File: src/xbs_pkg.sv
// Shared types, protocol codes and the CRC-16 byte update for the block sender.
// No dependencies.
`timescale 1ns / 1ps

package xbs_pkg;

  localparam logic [7:0] SOH_BYTE = 8'h01;
  localparam logic [7:0] EOT_BYTE = 8'h04;
  localparam logic [7:0] ACK_BYTE = 8'h06;
  localparam logic [7:0] NAK_BYTE = 8'h15;
  localparam logic [7:0] CAN_BYTE = 8'h18;
  localparam logic [7:0] CRC_REQ  = 8'h43;
  localparam logic [7:0] PAD_BYTE = 8'h1A;

  localparam logic [15:0] CRC_POLY = 16'h1021;
  localparam logic [3:0]  TRIES_RESET = 4'd6;
  localparam logic [3:0]  TRIES_MAX = 4'd15;

  typedef enum logic [2:0] {
    PH_HANDSHAKE = 3'd0,
    PH_FILL      = 3'd1,
    PH_SEND      = 3'd2,
    PH_WAIT      = 3'd3,
    PH_EOT       = 3'd4,
    PH_DONE      = 3'd5,
    PH_ABORT     = 3'd6
  } phase_t;

  typedef enum logic [1:0] {
    K_LINK    = 2'd0,
    K_PAYLOAD = 2'd1,
    K_END     = 2'd2,
    K_PULL    = 2'd3
  } kind_t;

  typedef struct packed {
    kind_t      kind;
    logic [7:0] data;
    logic       is_crc;
    logic       is_nak;
    logic       is_ack;
    logic       is_can;
  } cmd_t;

  function automatic logic [15:0] crc16_byte(input logic [15:0] crc, input logic [7:0] b);
    logic [15:0] c;
    c = crc ^ {b, 8'h00};
    for (int i = 0; i < 8; i++) begin
      if (c[15]) begin
        c = {c[14:0], 1'b0} ^ CRC_POLY;
      end else begin
        c = {c[14:0], 1'b0};
      end
    end
    return c;
  endfunction

endpackage

File: src/xmodem_block_sender.sv
// Block sender with CRC-16 or checksum framing: top level.
// Depends on xbs_pkg, xbs_front, xbs_queue, xbs_back.
//
// Usage:
//   Input channel (in_valid/in_ready, mode, data_byte) carries one transaction
//   per link byte received, payload byte, end of payload, or transmitter pull.
//   Output channel (out_valid/out_ready) returns exactly one result per input
//   transaction, in order: tx_valid/tx_byte/tx_last for pulls, accepted for
//   payload and end marks, and the phase and check mode after that transaction.
//   Configuration: cfg_wr_en writes cfg_wr_data into handshake_tries at once.
// Timing:
//   Each transaction passes through the decode register, queue and output register.
//   Throughput is one transaction per cycle while out_ready is high; the
//   block buffer is read one pull ahead, so back-to-back pulls do not stall.
// Reset (rst, synchronous): handshake phase, block number 1, handshake_tries 6,
//   queue and output register empty.
// Stall: while out_ready is low the result is held; the two-entry queue and
//   the decode register absorb up to three more transactions, then in_ready drops.
`timescale 1ns / 1ps

module xmodem_block_sender import xbs_pkg::*; #(
  parameter int BLOCK_BYTES = 128
) (
  input  logic       clk,
  input  logic       rst,
  input  logic       cfg_wr_en,
  input  logic [3:0] cfg_wr_data,
  input  logic       in_valid,
  output logic       in_ready,
  input  logic [1:0] mode,
  input  logic [7:0] data_byte,
  output logic       out_valid,
  input  logic       out_ready,
  output logic       tx_valid,
  output logic [7:0] tx_byte,
  output logic       tx_last,
  output logic       accepted,
  output logic [2:0] phase,
  output logic       crc_mode
);

  logic f_valid;
  logic f_ready;
  cmd_t f_cmd;
  logic q_valid;
  logic q_ready;
  cmd_t q_cmd;

  xbs_front u_front (
    .clk       (clk),
    .rst       (rst),
    .in_valid  (in_valid),
    .in_ready  (in_ready),
    .mode      (mode),
    .data_byte (data_byte),
    .f_valid   (f_valid),
    .f_ready   (f_ready),
    .f_cmd     (f_cmd)
  );

  xbs_queue u_queue (
    .clk        (clk),
    .rst        (rst),
    .push_valid (f_valid),
    .push_ready (f_ready),
    .push_cmd   (f_cmd),
    .pop_valid  (q_valid),
    .pop_ready  (q_ready),
    .pop_cmd    (q_cmd)
  );

  xbs_back #(
    .BLOCK_BYTES (BLOCK_BYTES)
  ) u_back (
    .clk         (clk),
    .rst         (rst),
    .cfg_wr_en   (cfg_wr_en),
    .cfg_wr_data (cfg_wr_data),
    .q_valid     (q_valid),
    .q_ready     (q_ready),
    .q_cmd       (q_cmd),
    .out_valid   (out_valid),
    .out_ready   (out_ready),
    .tx_valid    (tx_valid),
    .tx_byte     (tx_byte),
    .tx_last     (tx_last),
    .accepted    (accepted),
    .phase       (phase),
    .crc_mode    (crc_mode)
  );

endmodule

File: src/xbs_front.sv
// Input stage: registers each transaction and decodes mode and link byte codes.
// Depends on xbs_pkg.
`timescale 1ns / 1ps

module xbs_front import xbs_pkg::*; (
  input  logic       clk,
  input  logic       rst,
  input  logic       in_valid,
  output logic       in_ready,
  input  logic [1:0] mode,
  input  logic [7:0] data_byte,
  output logic       f_valid,
  input  logic       f_ready,
  output cmd_t       f_cmd
);

  cmd_t cmd_dec;

  always_comb begin
    cmd_dec = '0;
    cmd_dec.data   = data_byte;
    cmd_dec.is_crc = (data_byte == CRC_REQ);
    cmd_dec.is_nak = (data_byte == NAK_BYTE);
    cmd_dec.is_ack = (data_byte == ACK_BYTE);
    cmd_dec.is_can = (data_byte == CAN_BYTE);
    unique case (mode)
      K_LINK:    cmd_dec.kind = K_LINK;
      K_PAYLOAD: cmd_dec.kind = K_PAYLOAD;
      K_END:     cmd_dec.kind = K_END;
      default:   cmd_dec.kind = K_PULL;
    endcase
  end

  assign in_ready = !f_valid || f_ready;

  always_ff @(posedge clk) begin
    if (rst) begin
      f_valid <= 1'b0;
    end else if (in_ready) begin
      f_valid <= in_valid;
    end
  end

  always_ff @(posedge clk) begin
    if (in_valid && in_ready) begin
      f_cmd <= cmd_dec;
    end
  end

endmodule

File: src/xbs_queue.sv
// Two-entry command queue between the decode stage and the protocol engine.
// Depends on xbs_pkg.
`timescale 1ns / 1ps

module xbs_queue import xbs_pkg::*; (
  input  logic clk,
  input  logic rst,
  input  logic push_valid,
  output logic push_ready,
  input  cmd_t push_cmd,
  output logic pop_valid,
  input  logic pop_ready,
  output cmd_t pop_cmd
);

  cmd_t       slots [2];
  logic       wr_ptr;
  logic       rd_ptr;
  logic [1:0] count;
  logic       push;
  logic       pop;

  assign push_ready = (count != 2'd2);
  assign pop_valid  = (count != 2'd0);
  assign pop_cmd    = slots[rd_ptr];
  assign push       = push_valid && push_ready;
  assign pop        = pop_valid && pop_ready;

  always_ff @(posedge clk) begin
    if (rst) begin
      wr_ptr <= 1'b0;
      rd_ptr <= 1'b0;
      count  <= 2'd0;
    end else begin
      if (push) begin
        wr_ptr <= !wr_ptr;
      end
      if (pop) begin
        rd_ptr <= !rd_ptr;
      end
      count <= count + 2'(push) - 2'(pop);
    end
  end

  always_ff @(posedge clk) begin
    if (push) begin
      slots[wr_ptr] <= push_cmd;
    end
  end

endmodule

File: src/xbs_back.sv
// Protocol engine: handshake, block buffer, packet framing, check, reply handling.
// Depends on xbs_pkg; fed by xbs_queue, drives the output register.
`timescale 1ns / 1ps

module xbs_back import xbs_pkg::*; #(
  parameter int BLOCK_BYTES = 128
) (
  input  logic       clk,
  input  logic       rst,
  input  logic       cfg_wr_en,
  input  logic [3:0] cfg_wr_data,
  input  logic       q_valid,
  output logic       q_ready,
  input  cmd_t       q_cmd,
  output logic       out_valid,
  input  logic       out_ready,
  output logic       tx_valid,
  output logic [7:0] tx_byte,
  output logic       tx_last,
  output logic       accepted,
  output logic [2:0] phase,
  output logic       crc_mode
);

  localparam int AW  = $clog2(BLOCK_BYTES);
  localparam int FCW = $clog2(BLOCK_BYTES + 1);
  localparam int SIW = $clog2(BLOCK_BYTES + 6);
  localparam logic [FCW-1:0] FILL_FULL = FCW'(BLOCK_BYTES);
  localparam logic [SIW-1:0] DATA_END  = SIW'(BLOCK_BYTES + 3);
  localparam logic [SIW-1:0] LAST_SUM  = SIW'(BLOCK_BYTES + 3);
  localparam logic [SIW-1:0] LAST_CRC  = SIW'(BLOCK_BYTES + 4);

  logic [7:0]     mem [BLOCK_BYTES];
  logic [7:0]     rd_data;
  logic [SIW-1:0] rd_idx;

  phase_t         ph, ph_next;
  logic [FCW-1:0] fill_count, fill_count_next;
  logic [SIW-1:0] send_index, send_index_next;
  logic [7:0]     block_number, block_number_next;
  logic           crc_sel, crc_sel_next;
  logic [3:0]     tries_seen, tries_seen_next;
  logic [15:0]    check, check_next;
  logic           end_seen, end_seen_next;
  logic [3:0]     hs_tries;

  logic           take;
  logic           wr_en;
  logic [SIW-1:0] d_idx;
  logic [7:0]     data_b;
  logic [3:0]     tries_inc;
  logic           r_txv, r_txl, r_acc;
  logic [7:0]     r_txb;

  phase_t         o_phase;
  logic           o_txv, o_txl, o_acc, o_crc;
  logic [7:0]     o_txb;

  assign take    = q_valid && (!out_valid || out_ready);
  assign q_ready = !out_valid || out_ready;

  assign d_idx     = send_index - SIW'(3);
  assign data_b    = (d_idx < SIW'(fill_count)) ? rd_data : PAD_BYTE;
  assign tries_inc = (tries_seen == TRIES_MAX) ? tries_seen : tries_seen + 4'd1;
  assign rd_idx    = send_index_next - SIW'(3);

  always_comb begin
    ph_next           = ph;
    fill_count_next   = fill_count;
    send_index_next   = send_index;
    block_number_next = block_number;
    crc_sel_next      = crc_sel;
    tries_seen_next   = tries_seen;
    check_next        = check;
    end_seen_next     = end_seen;
    wr_en             = 1'b0;
    r_txv             = 1'b0;
    r_txb             = 8'h00;
    r_txl             = 1'b0;
    r_acc             = 1'b0;
    if (take) begin
      unique case (q_cmd.kind)
        K_LINK: begin
          if (ph == PH_HANDSHAKE) begin
            if (q_cmd.is_crc || q_cmd.is_nak) begin
              crc_sel_next    = q_cmd.is_crc;
              ph_next         = PH_FILL;
              fill_count_next = '0;
            end else begin
              tries_seen_next = tries_inc;
              if (tries_inc >= hs_tries) begin
                ph_next = PH_ABORT;
              end
            end
          end else if (ph == PH_WAIT) begin
            if (q_cmd.is_ack) begin
              block_number_next = block_number + 8'd1;
              fill_count_next   = '0;
              ph_next           = end_seen ? PH_EOT : PH_FILL;
            end else if (q_cmd.is_nak) begin
              ph_next         = PH_SEND;
              send_index_next = '0;
              check_next      = '0;
            end else if (q_cmd.is_can) begin
              ph_next = PH_ABORT;
            end
          end else if (ph == PH_EOT) begin
            if (q_cmd.is_ack) begin
              ph_next = PH_DONE;
            end
          end
        end
        K_PAYLOAD: begin
          if (ph == PH_FILL && fill_count < FILL_FULL) begin
            wr_en           = 1'b1;
            fill_count_next = fill_count + FCW'(1);
            r_acc           = 1'b1;
            if (fill_count_next == FILL_FULL) begin
              ph_next         = PH_SEND;
              send_index_next = '0;
              check_next      = '0;
            end
          end
        end
        K_END: begin
          if (ph == PH_FILL) begin
            r_acc         = 1'b1;
            end_seen_next = 1'b1;
            if (fill_count == '0) begin
              ph_next = PH_EOT;
            end else begin
              ph_next         = PH_SEND;
              send_index_next = '0;
              check_next      = '0;
            end
          end
        end
        default: begin
          if (ph == PH_SEND) begin
            r_txv = 1'b1;
            if (send_index == SIW'(0)) begin
              check_next = '0;
              r_txb      = SOH_BYTE;
            end else if (send_index == SIW'(1)) begin
              r_txb = block_number;
            end else if (send_index == SIW'(2)) begin
              r_txb = ~block_number;
            end else if (send_index < DATA_END) begin
              r_txb = data_b;
              if (crc_sel) begin
                check_next = crc16_byte(check, data_b);
              end else begin
                check_next = {8'h00, check[7:0] + data_b};
              end
            end else if (crc_sel && send_index == DATA_END) begin
              r_txb = check[15:8];
            end else begin
              r_txb = check[7:0];
            end
            send_index_next = send_index + SIW'(1);
            if (send_index == (crc_sel ? LAST_CRC : LAST_SUM)) begin
              r_txl   = 1'b1;
              ph_next = PH_WAIT;
            end
          end else if (ph == PH_EOT) begin
            r_txv = 1'b1;
            r_txb = EOT_BYTE;
            r_txl = 1'b1;
          end
        end
      endcase
    end
  end

  // Read address tracks the next send index so data is ready on the next pull.
  always_ff @(posedge clk) begin
    if (wr_en) begin
      mem[fill_count[AW-1:0]] <= q_cmd.data;
    end
    rd_data <= mem[rd_idx[AW-1:0]];
  end

  always_ff @(posedge clk) begin
    if (rst) begin
      ph           <= PH_HANDSHAKE;
      fill_count   <= '0;
      send_index   <= '0;
      block_number <= 8'd1;
      crc_sel      <= 1'b0;
      tries_seen   <= 4'd0;
      check        <= 16'h0000;
      end_seen     <= 1'b0;
      hs_tries     <= TRIES_RESET;
      out_valid    <= 1'b0;
    end else begin
      ph           <= ph_next;
      fill_count   <= fill_count_next;
      send_index   <= send_index_next;
      block_number <= block_number_next;
      crc_sel      <= crc_sel_next;
      tries_seen   <= tries_seen_next;
      check        <= check_next;
      end_seen     <= end_seen_next;
      if (cfg_wr_en) begin
        hs_tries <= cfg_wr_data;
      end
      if (take) begin
        out_valid <= 1'b1;
      end else if (out_ready) begin
        out_valid <= 1'b0;
      end
    end
  end

  always_ff @(posedge clk) begin
    if (take) begin
      o_txv   <= r_txv;
      o_txb   <= r_txb;
      o_txl   <= r_txl;
      o_acc   <= r_acc;
      o_phase <= ph_next;
      o_crc   <= crc_sel_next;
    end
  end

  assign tx_valid = o_txv;
  assign tx_byte  = o_txb;
  assign tx_last  = o_txl;
  assign accepted = o_acc;
  assign phase    = o_phase;
  assign crc_mode = o_crc;

`ifndef SYNTHESIS
  a_fill_bound: assert property (@(posedge clk) disable iff (rst)
    fill_count <= FILL_FULL)
    else $error("fill count past block size");

  a_done_final: assert property (@(posedge clk) disable iff (rst)
    ph == PH_DONE |=> ph == PH_DONE)
    else $error("left done phase");

  a_abort_final: assert property (@(posedge clk) disable iff (rst)
    ph == PH_ABORT |=> ph == PH_ABORT)
    else $error("left aborted phase");

  a_send_bound: assert property (@(posedge clk) disable iff (rst)
    ph == PH_SEND |-> send_index <= LAST_CRC)
    else $error("send index past packet end");

  a_last_to_wait: assert property (@(posedge clk) disable iff (rst)
    take && r_txl && ph == PH_SEND |=> ph == PH_WAIT)
    else $error("packet end without reply wait");
`endif

endmodule

File: config.mk
export PLATFORM = sky130hd
export DESIGN_NAME = xmodem_block_sender
export DESIGN_NICKNAME = d
export VERILOG_FILES = /design/src/xbs_pkg.sv /design/src/xmodem_block_sender.sv /design/src/xbs_front.sv /design/src/xbs_queue.sv /design/src/xbs_back.sv
export SDC_FILE = /design/constraint.sdc
export NUM_CORES = 1
export LEC_CHECK = 0
export BUFFER_PORTS_ARGS = -buffer_cell sky130_fd_sc_hd__buf_4
export CAP_MARGIN = 20
export CORE_UTILIZATION = 45
export CTS_BUF_LIST = sky130_fd_sc_hd__clkbuf_8
export DETAILED_ROUTE_END_ITERATION = 10
export GPL_TIMING_DRIVEN = 0
export PLACE_DENSITY_LB_ADDON = 0.2
export SYNTH_ARGS = -nofsm -noshare
export SYNTH_HDL_FRONTEND = slang
export SYNTH_SLANG_ARGS = --single-unit
File: constraint.sdc
create_clock -name clk -period 13.26 [get_ports clk]
set_input_delay 1.989 -clock clk [delete_from_list [all_inputs] [get_ports clk]]
set_output_delay 1.989 -clock clk [all_outputs]
set_load 0.005 [all_outputs]
==> run_results.csv, run 1 <==
group,metric,value,unit
pwr,power_frac_seq,0.499,
timing,setup_tns,0,ps
synthesis,synth_cell_type_count,106,
pwr,ir_drop,0.0000828,V
critical_path,crit_type,"flip-flop to flip-flop",
critical_path,crit_required,13980,ps
synthesis,ys_ff_latch,1149,
die,core_area,105000,µm²
final_layout,drive_above_1_share,0.193,
route,drt-initial-drc-count,3890,
synthesis,ys.flop_type,"edfxtp_1",
timing,setup_viol,0,
timing,fin_worst_skew,43.5,ps
critical_path,cp-end-kind,"flip-flop",
route,vias_per_cell,6.32,
final_layout,fillers,8616,
timing,max-slew-margin-rel,0.0854,
pwr,clockPowerShare,0.340,
synthesis,netlist_area,47800,µm²
pwr,p_per_area,161,nW/µm²
final_layout,final_area,53800,µm²
die,start_util,0.454,
status,status,"complete, no violations",
clock_tree,clk_path_buf_depth,3,
die,chipWidth,328,µm
critical_path,start_kind,"flip-flop",
grt,grt_pass1_wl,225000,µm
route,ant_nets,0,
clock_tree,cts_num_sinks,1149,
route,vias,29500,
clock_tree,post_cts_buffers,0,
timing,fin_crit,10300,ps
final_layout,area_growth_syn_to_layout,12.5,%
clock_tree,cts_tree,"yes",
die,core.rowCount,119,
synthesis,synthCells,2884,
placement,numPortBuffers,31,
pwr,p_comb_frac,0.161,
route,drcViolationCount,0,
grt,overflow,0,
final_layout,layout.nets,3185,
route,wl_per_cell,35.3,µm
clock_tree,cts_hold_buf,0,
grt,grt_pass1_vias,28900,
clock_tree,cts_max_level,4,
critical_path,worstPathArrival,11020,ps
clock_tree,clkLatencyLatePin,900,ps
clock_tree,ctsResizeCount,0,
job,maxCapViolations,0,
route,dr.pass1.iters,7,
critical_path,worst-path-max-fanout,10,
clock_tree,cts-root-buf,"clkbuf_8",
timing,post-route-period-util,0.777,
die,die_y,328,µm
pwr,p_sw,0.00244,W
clock_tree,cts_buffers,186,
pwr,p_leak,18.7,nW
grt,antenna_found_initial,6,
timing,fmaxAchievable,97.1,MHz
synthesis,syn_nets,2937,
hold_path,min_path_type,"flip-flop to flip-flop",
placement,placed_area,50200,µm²
pwr,netSwitchingFraction,0.282,
clock_tree,clkTransAtPathRegs,60,ps
timing,rsz0062_at_grt,"false",
grt,grt_max_degree,87,
timing,worstMarginPinSlew,1370,ps
synthesis,synth_edf_count,1081,
placement,dp_hpwl,110000,µm
synthesis,ys_seq_area_frac,0.708,
timing,slew_viol_final,0,
placement,routabilityCongestion,1.00,
route,finalWirelength,165000,µm
pwr,intPower,0.00621,W
timing,hold_viol,0,
synthesis,synth_area_per_cell,16.6,µm²
die,io_pins,36,
grt,grtUsageTotal,0.307,
die,die-area,108000,µm²
synthesis,yosys_warnings,0,
synthesis,async_flop_share,0,
==> logic make-up (layout without fill, tap and decap cells) <==
family	count (synthesis)	after routing	synth area share
other	0	2	0
flip-flops	1149	1149	0.708
adder cells (fa/ha/maj)	34	34	0.00906
AO/OA/AOI/OAI	385	385	0.0581
buffers and inverters	202	595	0.0234
multiplexers	375	375	0.123
AND/OR/NAND/NOR	687	687	0.0687
XOR/XNOR	52	52	0.00969
==> path summary, 6_finish.rpt <==
path,startpoint,endpoint,slack [ps],depth (start not counted)
max,flip-flop,u_back.rd_data[1],2960,22
min,u_front.f_cmd[6],u_queue.slots[0][6],450,0
max reg2reg,flip-flop,u_back.rd_data[1],2960,22
min reg2reg,u_front.f_cmd[6],u_queue.slots[0][6],450,0
==> state kept, by name, summed over array words and instances, names as in the netlist, 4 cells and up, named ones only <==
name                 count
u_back.mem            1024
u_back.rd_data           8
u_back.fill_count        8
u_queue.slots           28
u_back.tx_byte           8
u_front.f_cmd           14
u_back.hs_tries          4
u_back.tries_seen        4
u_back.check            16
u_back.block_number      8
u_back.send_index        8
==> cell type report <==
cell class | count | area (µm²) | area share
Timing Repair Buffer | 60 | 708 | 0.0132
Multi-Input combinational cell | 1533 | 12900 | 0.240
Clock inverter | 139 | 817 | 0.0152
Tap cell | 1391 | 1740 | 0.0324
Antenna cell | 2 | 5.00 | 0.0000931
Buffer | 164 | 975 | 0.0181
Inverter | 38 | 143 | 0.00265
Sequential cell | 1149 | 33800 | 0.629
Clock buffer | 194 | 2670 | 0.0496
==> stage by stage <==
stage	utilization	total power (W)	worst slack (ps)	hold WS, ps	cells
finish	0.511	0.00865	2960	446	4670
global route	0.511	0.00888	3060	455	4670
CTS	0.510	0.00865	3110	449	4661
detailed placement	0.477	0.00576	3100	432	4328
global placement	0.473	0.00570	3280	423	4306
floorplan	-	0.00513	7580	421	2884
==> layer usage <==
layer	part of all wire	track usage	vias up
met4	0.062	0.177	2
met3	0.10	0.0836	450
met5	0.000091	0	-
met2	0.45	0.464	1888
li1	-	-	11900
met1	0.38	0.402	15200
==> cell usage after synthesis (all sizes together) (33+ instances only) <==
master | instances | area share
clkbuf | 66 | 0.0052
nand3 | 42 | 0.0054
edfxtp | 1081 | 0.68
nor2 | 241 | 0.019
inv | 36 | 0.0028
ha | 33 | 0.0086
dfxtp | 68 | 0.028
mux4 | 170 | 0.080
and3 | 55 | 0.0072
o21ai | 57 | 0.0072
a21oi | 75 | 0.0081
nand2 | 224 | 0.018
mux2i | 192 | 0.040
a211oi | 59 | 0.0093
buf | 98 | 0.015
==> power groups by stage <==
stage / sequential [W] / combinational, W / clock [W]
finish: 0.00431 / 0.00140 / 0.00294
global route: 0.00432 / 0.00145 / 0.00311
CTS: 0.00431 / 0.00137 / 0.00297
detailed placement: 0.00439 / 0.00137 / 0
global placement: 0.00442 / 0.00127 / 0
floorplan: 0.00440 / 0.000730 / 0
==> critical path: stages (launching register included) <==
cell	delay, ps
dfxtp_1	300
buf_2	190
buf_1	650
mux2i_1	400
ha_1	210
clkbuf_2	210
and4bb_1	240
a32oi_2	160
and2_4	250
o311a_4	340
buf_6	190
inv_2	230
clkbuf_1	940
clkbuf_1	990
ha_1	240
clkbuf_1	490
clkbuf_1	750
clkbuf_1	850
clkbuf_1	760
nor4_1	150
a2111oi_0	600
o21ai_1	350
a32oi_1	540
==> layout by cell type, fill, tap and decap left out, drive strengths merged, types with 59 or more instances in the layout <==
master and n:
edfxtp 1081, clkbuf 261, nor2 241, nand2 224, mux2i 192, mux4 170
buf 157, inv 88, a21oi 75, clkinv 75, dfxtp 68, a211oi 59
Power figures use the tool's default switching activity.
==> inputs of run 2 (changes only) <==
==> constraint.sdc (replaced) <==
create_clock -name clk -period 8.3 [get_ports clk]
set_input_delay 1.245 -clock clk [delete_from_list [all_inputs] [get_ports clk]]
set_output_delay 1.245 -clock clk [all_outputs]
set_load 0.005 [all_outputs]
==> run 2 against run 1 <==
  * Sequential power up 60%
  * Largest cell class unchanged
  * Register-to-register slack worse by 3000 ps
  * Core utilization about the same
  * Maximum frequency is 24% higher
  * Worst hold slack hardly changed
  * Flip-flop and latch count is the same
  * Clock skew down 4.7 ps
  * First-iteration DRC count is 2.1% higher
  * Global-route usage about the same
  * Setup slack lost 3000 ps
==> run_results.csv, run 2 (same netlist as run 1, synthesis figures left out) <==
group,metric,value,unit
pwr,p_per_area,257,nW/µm²
pwr,p_leak,18.8,nW
timing,fin_worst_skew,38.8,ps
critical_path,worstPathArrival,9000,ps
pwr,p_sw,0.00390,W
hold_path,min_path_type,"flip-flop to flip-flop",
critical_path,crit_top_cell,"clkbuf_2",
clock_tree,clkLatencyLatePin,890,ps
critical_path,crit_path_cell_trace,"buf_2 -> mux2i_1 -> inv_1 -> ha_1 -> clkbuf_2 -> and4bb_1 -> a32oi_2 -> and2_4 -> o311a_4 -> buf_6 -> inv_2 -> clkbuf_2 -> clkbuf_2 -> ha_1 -> inv_1 -> a21oi_1 -> nor2_1 -> buf_2 -> clkbuf_1 -> a2111oi_0 -> a2111oi_0 -> o21ai_1 -> a32oi_1",
die,io_pins,36,
job,maxCapViolations,0,
route,drt-initial-drc-count,3970,
final_layout,layout.nets,3182,
critical_path,cp_slowest_cell,"clkbuf_1",
die,die_y,328,µm
timing,setup_tns,0,ps
clock_tree,cts_num_sinks,1149,
pwr,netSwitchingFraction,0.282,
clock_tree,clk_path_buf_depth,3,
route,drcViolationCount,0,
hold_path,whs_path_depth,0,
route,vias_per_cell,6.31,
die,core.rowCount,119,
critical_path,crit_required,9010,ps
pwr,power_frac_seq,0.499,
critical_path,crit_type,"flip-flop to flip-flop",
status,status,"complete, no violations",
clock_tree,cts_buffers,186,
clock_tree,clkTransAtPathRegs,60,ps
die,start_util,0.454,
critical_path,worst-path-max-fanout,15,
grt,overflow,0,
critical_path,reg2regPathDepth,23,
final_layout,layout_common_cells,"1,081 x edfxtp_1, 238 x nor2_1, 220 x nand2_1",
pwr,clockPowerShare,0.340,
route,finalWirelength,165000,µm
grt,grt_pass1_vias,28900,
timing,max-slew-margin-rel,0.100,
die,core_area,105000,µm²
clock_tree,cts_tree,"yes",
grt,grt_max_degree,87,
clock_tree,cts-root-buf,"clkbuf_8",
timing,rsz0062_at_grt,"false",
final_layout,area_growth_syn_to_layout,12.5,%
timing,fin_crit,8290,ps
timing,hold_viol,0,
placement,numPortBuffers,31,
timing,worstMarginPinSlew,1350,ps
route,wl_per_cell,35.3,µm
pwr,p_total,0.0138,W
critical_path,start_kind,"flip-flop",
timing,fmaxAchievable,121,MHz
route,dr.pass1.iters,6,
final_layout,fillers,8617,
timing,setup_viol,0,
critical_path,cp-end-kind,"flip-flop",
final_layout,layout_commonest_cell,"edfxtp_1",
timing,post-route-period-util,0.999,
grt,grt_pass1_wl,226000,µm
die,die-area,108000,µm²
grt,antenna_found_initial,5,
grt,grtUsageTotal,0.308,
pwr,ir_drop,0.000152,V
final_layout,largest_reg_flops,1024,
placement,routabilityCongestion,1.00,
final_layout,drive_above_1_share,0.197,
timing,slew_viol_final,0,
critical_path,slowest_delay,870,ps
route,ant_nets,0,
die,chipWidth,328,µm
pwr,intPower,0.00992,W
placement,dp_hpwl,110000,µm
pwr,p_comb_frac,0.161,
clock_tree,cts_max_level,4,
clock_tree,cts_hold_buf,0,
final_layout,ff_latch_area,33800,µm²
final_layout,multi_input_area,12900,µm²
route,vias,29500,
run 2: cell count changes in the layout (fill, tap and decap cells not counted):
cell	before	now
nand3_2	0	1
clkbuf_1	65	51
buf_8	11	10
clkbuf_2	1	15
buf_6	24	23
buf_1	4	3
nand3_1	38	37
diode_2	2	7
run 2: worst max-delay path: cells and delay by family (launching register included):
family                     cells  cell delay [ps]
buffers and inverters         10             3420
AOI/OAI and AO/OA              7             2370
and+or+nand+nor                3              970
adders and majority gates      2              630
muxes                          1              370
DFF                            1              300
run 2: cell type report:
| class | instances | share of cell area |
|---|---|---|
| multi-input combinational | 1533 | 0.240 |
| timing repair buffer | 58 | 0.0127 |
| antenna | 7 | 0.000326 |
| clock buffer | 194 | 0.0496 |
| inverter | 38 | 0.00265 |
| buffer | 163 | 0.0184 |
| tap | 1391 | 0.0324 |
| clock inverter | 139 | 0.0152 |
| sequential | 1149 | 0.629 |
run 2: routing by layer:
layer	GRT usage	wire (µm)
met5	0	0
met4	0.173	9810
met3	0.0825	16900
met2	0.467	74800
met1	0.402	63500
run 2: final timing paths:
check / startpoint / endpoint / slack (ps)
worst max-delay path: flip-flop / u_back.rd_data[1] / 10
worst min-delay path: u_front.f_cmd[6] / u_queue.slots[0][6] / 450
worst max register to register: flip-flop / u_back.rd_data[1] / 10
worst min register to register: u_front.f_cmd[6] / u_queue.slots[0][6] / 450
run 2: per-stage QoR:
stage / hold slack [ps] / std cells / worst slack (ps) / util / instance area [µm²]
after floorplan: 421 / 2884 / 2860 / - / 47800
after global placement: 423 / 4306 / -1680 / 0.473 / 49800
after detailed placement: 432 / 4328 / -1860 / 0.477 / 50200
after CTS: 449 / 4660 / 259 / 0.510 / 53700
after global routing: 455 / 4667 / 31.7 / 0.511 / 53800
final: 447 / 4672 / 10.4 / 0.511 / 53800
run 2: what timing repair did:
item | in CTS | in global routing
setup buffers | 0 | 0
resized for setup | 15 | 0
hold endpoints to repair | 0 | 0
endpoints found under the setup margin | 8 | 0
run 2: power groups by stage:
stage | registers, W | clock network, W | logic [W]
final | 0.00689 | 0.00470 | 0.00223
after global routing | 0.00690 | 0.00497 | 0.00231
after CTS | 0.00689 | 0.00474 | 0.00219
after detailed placement | 0.00701 | 0 | 0.00219
after global placement | 0.00707 | 0 | 0.00204
after floorplan | 0.00703 | 0 | 0.00117
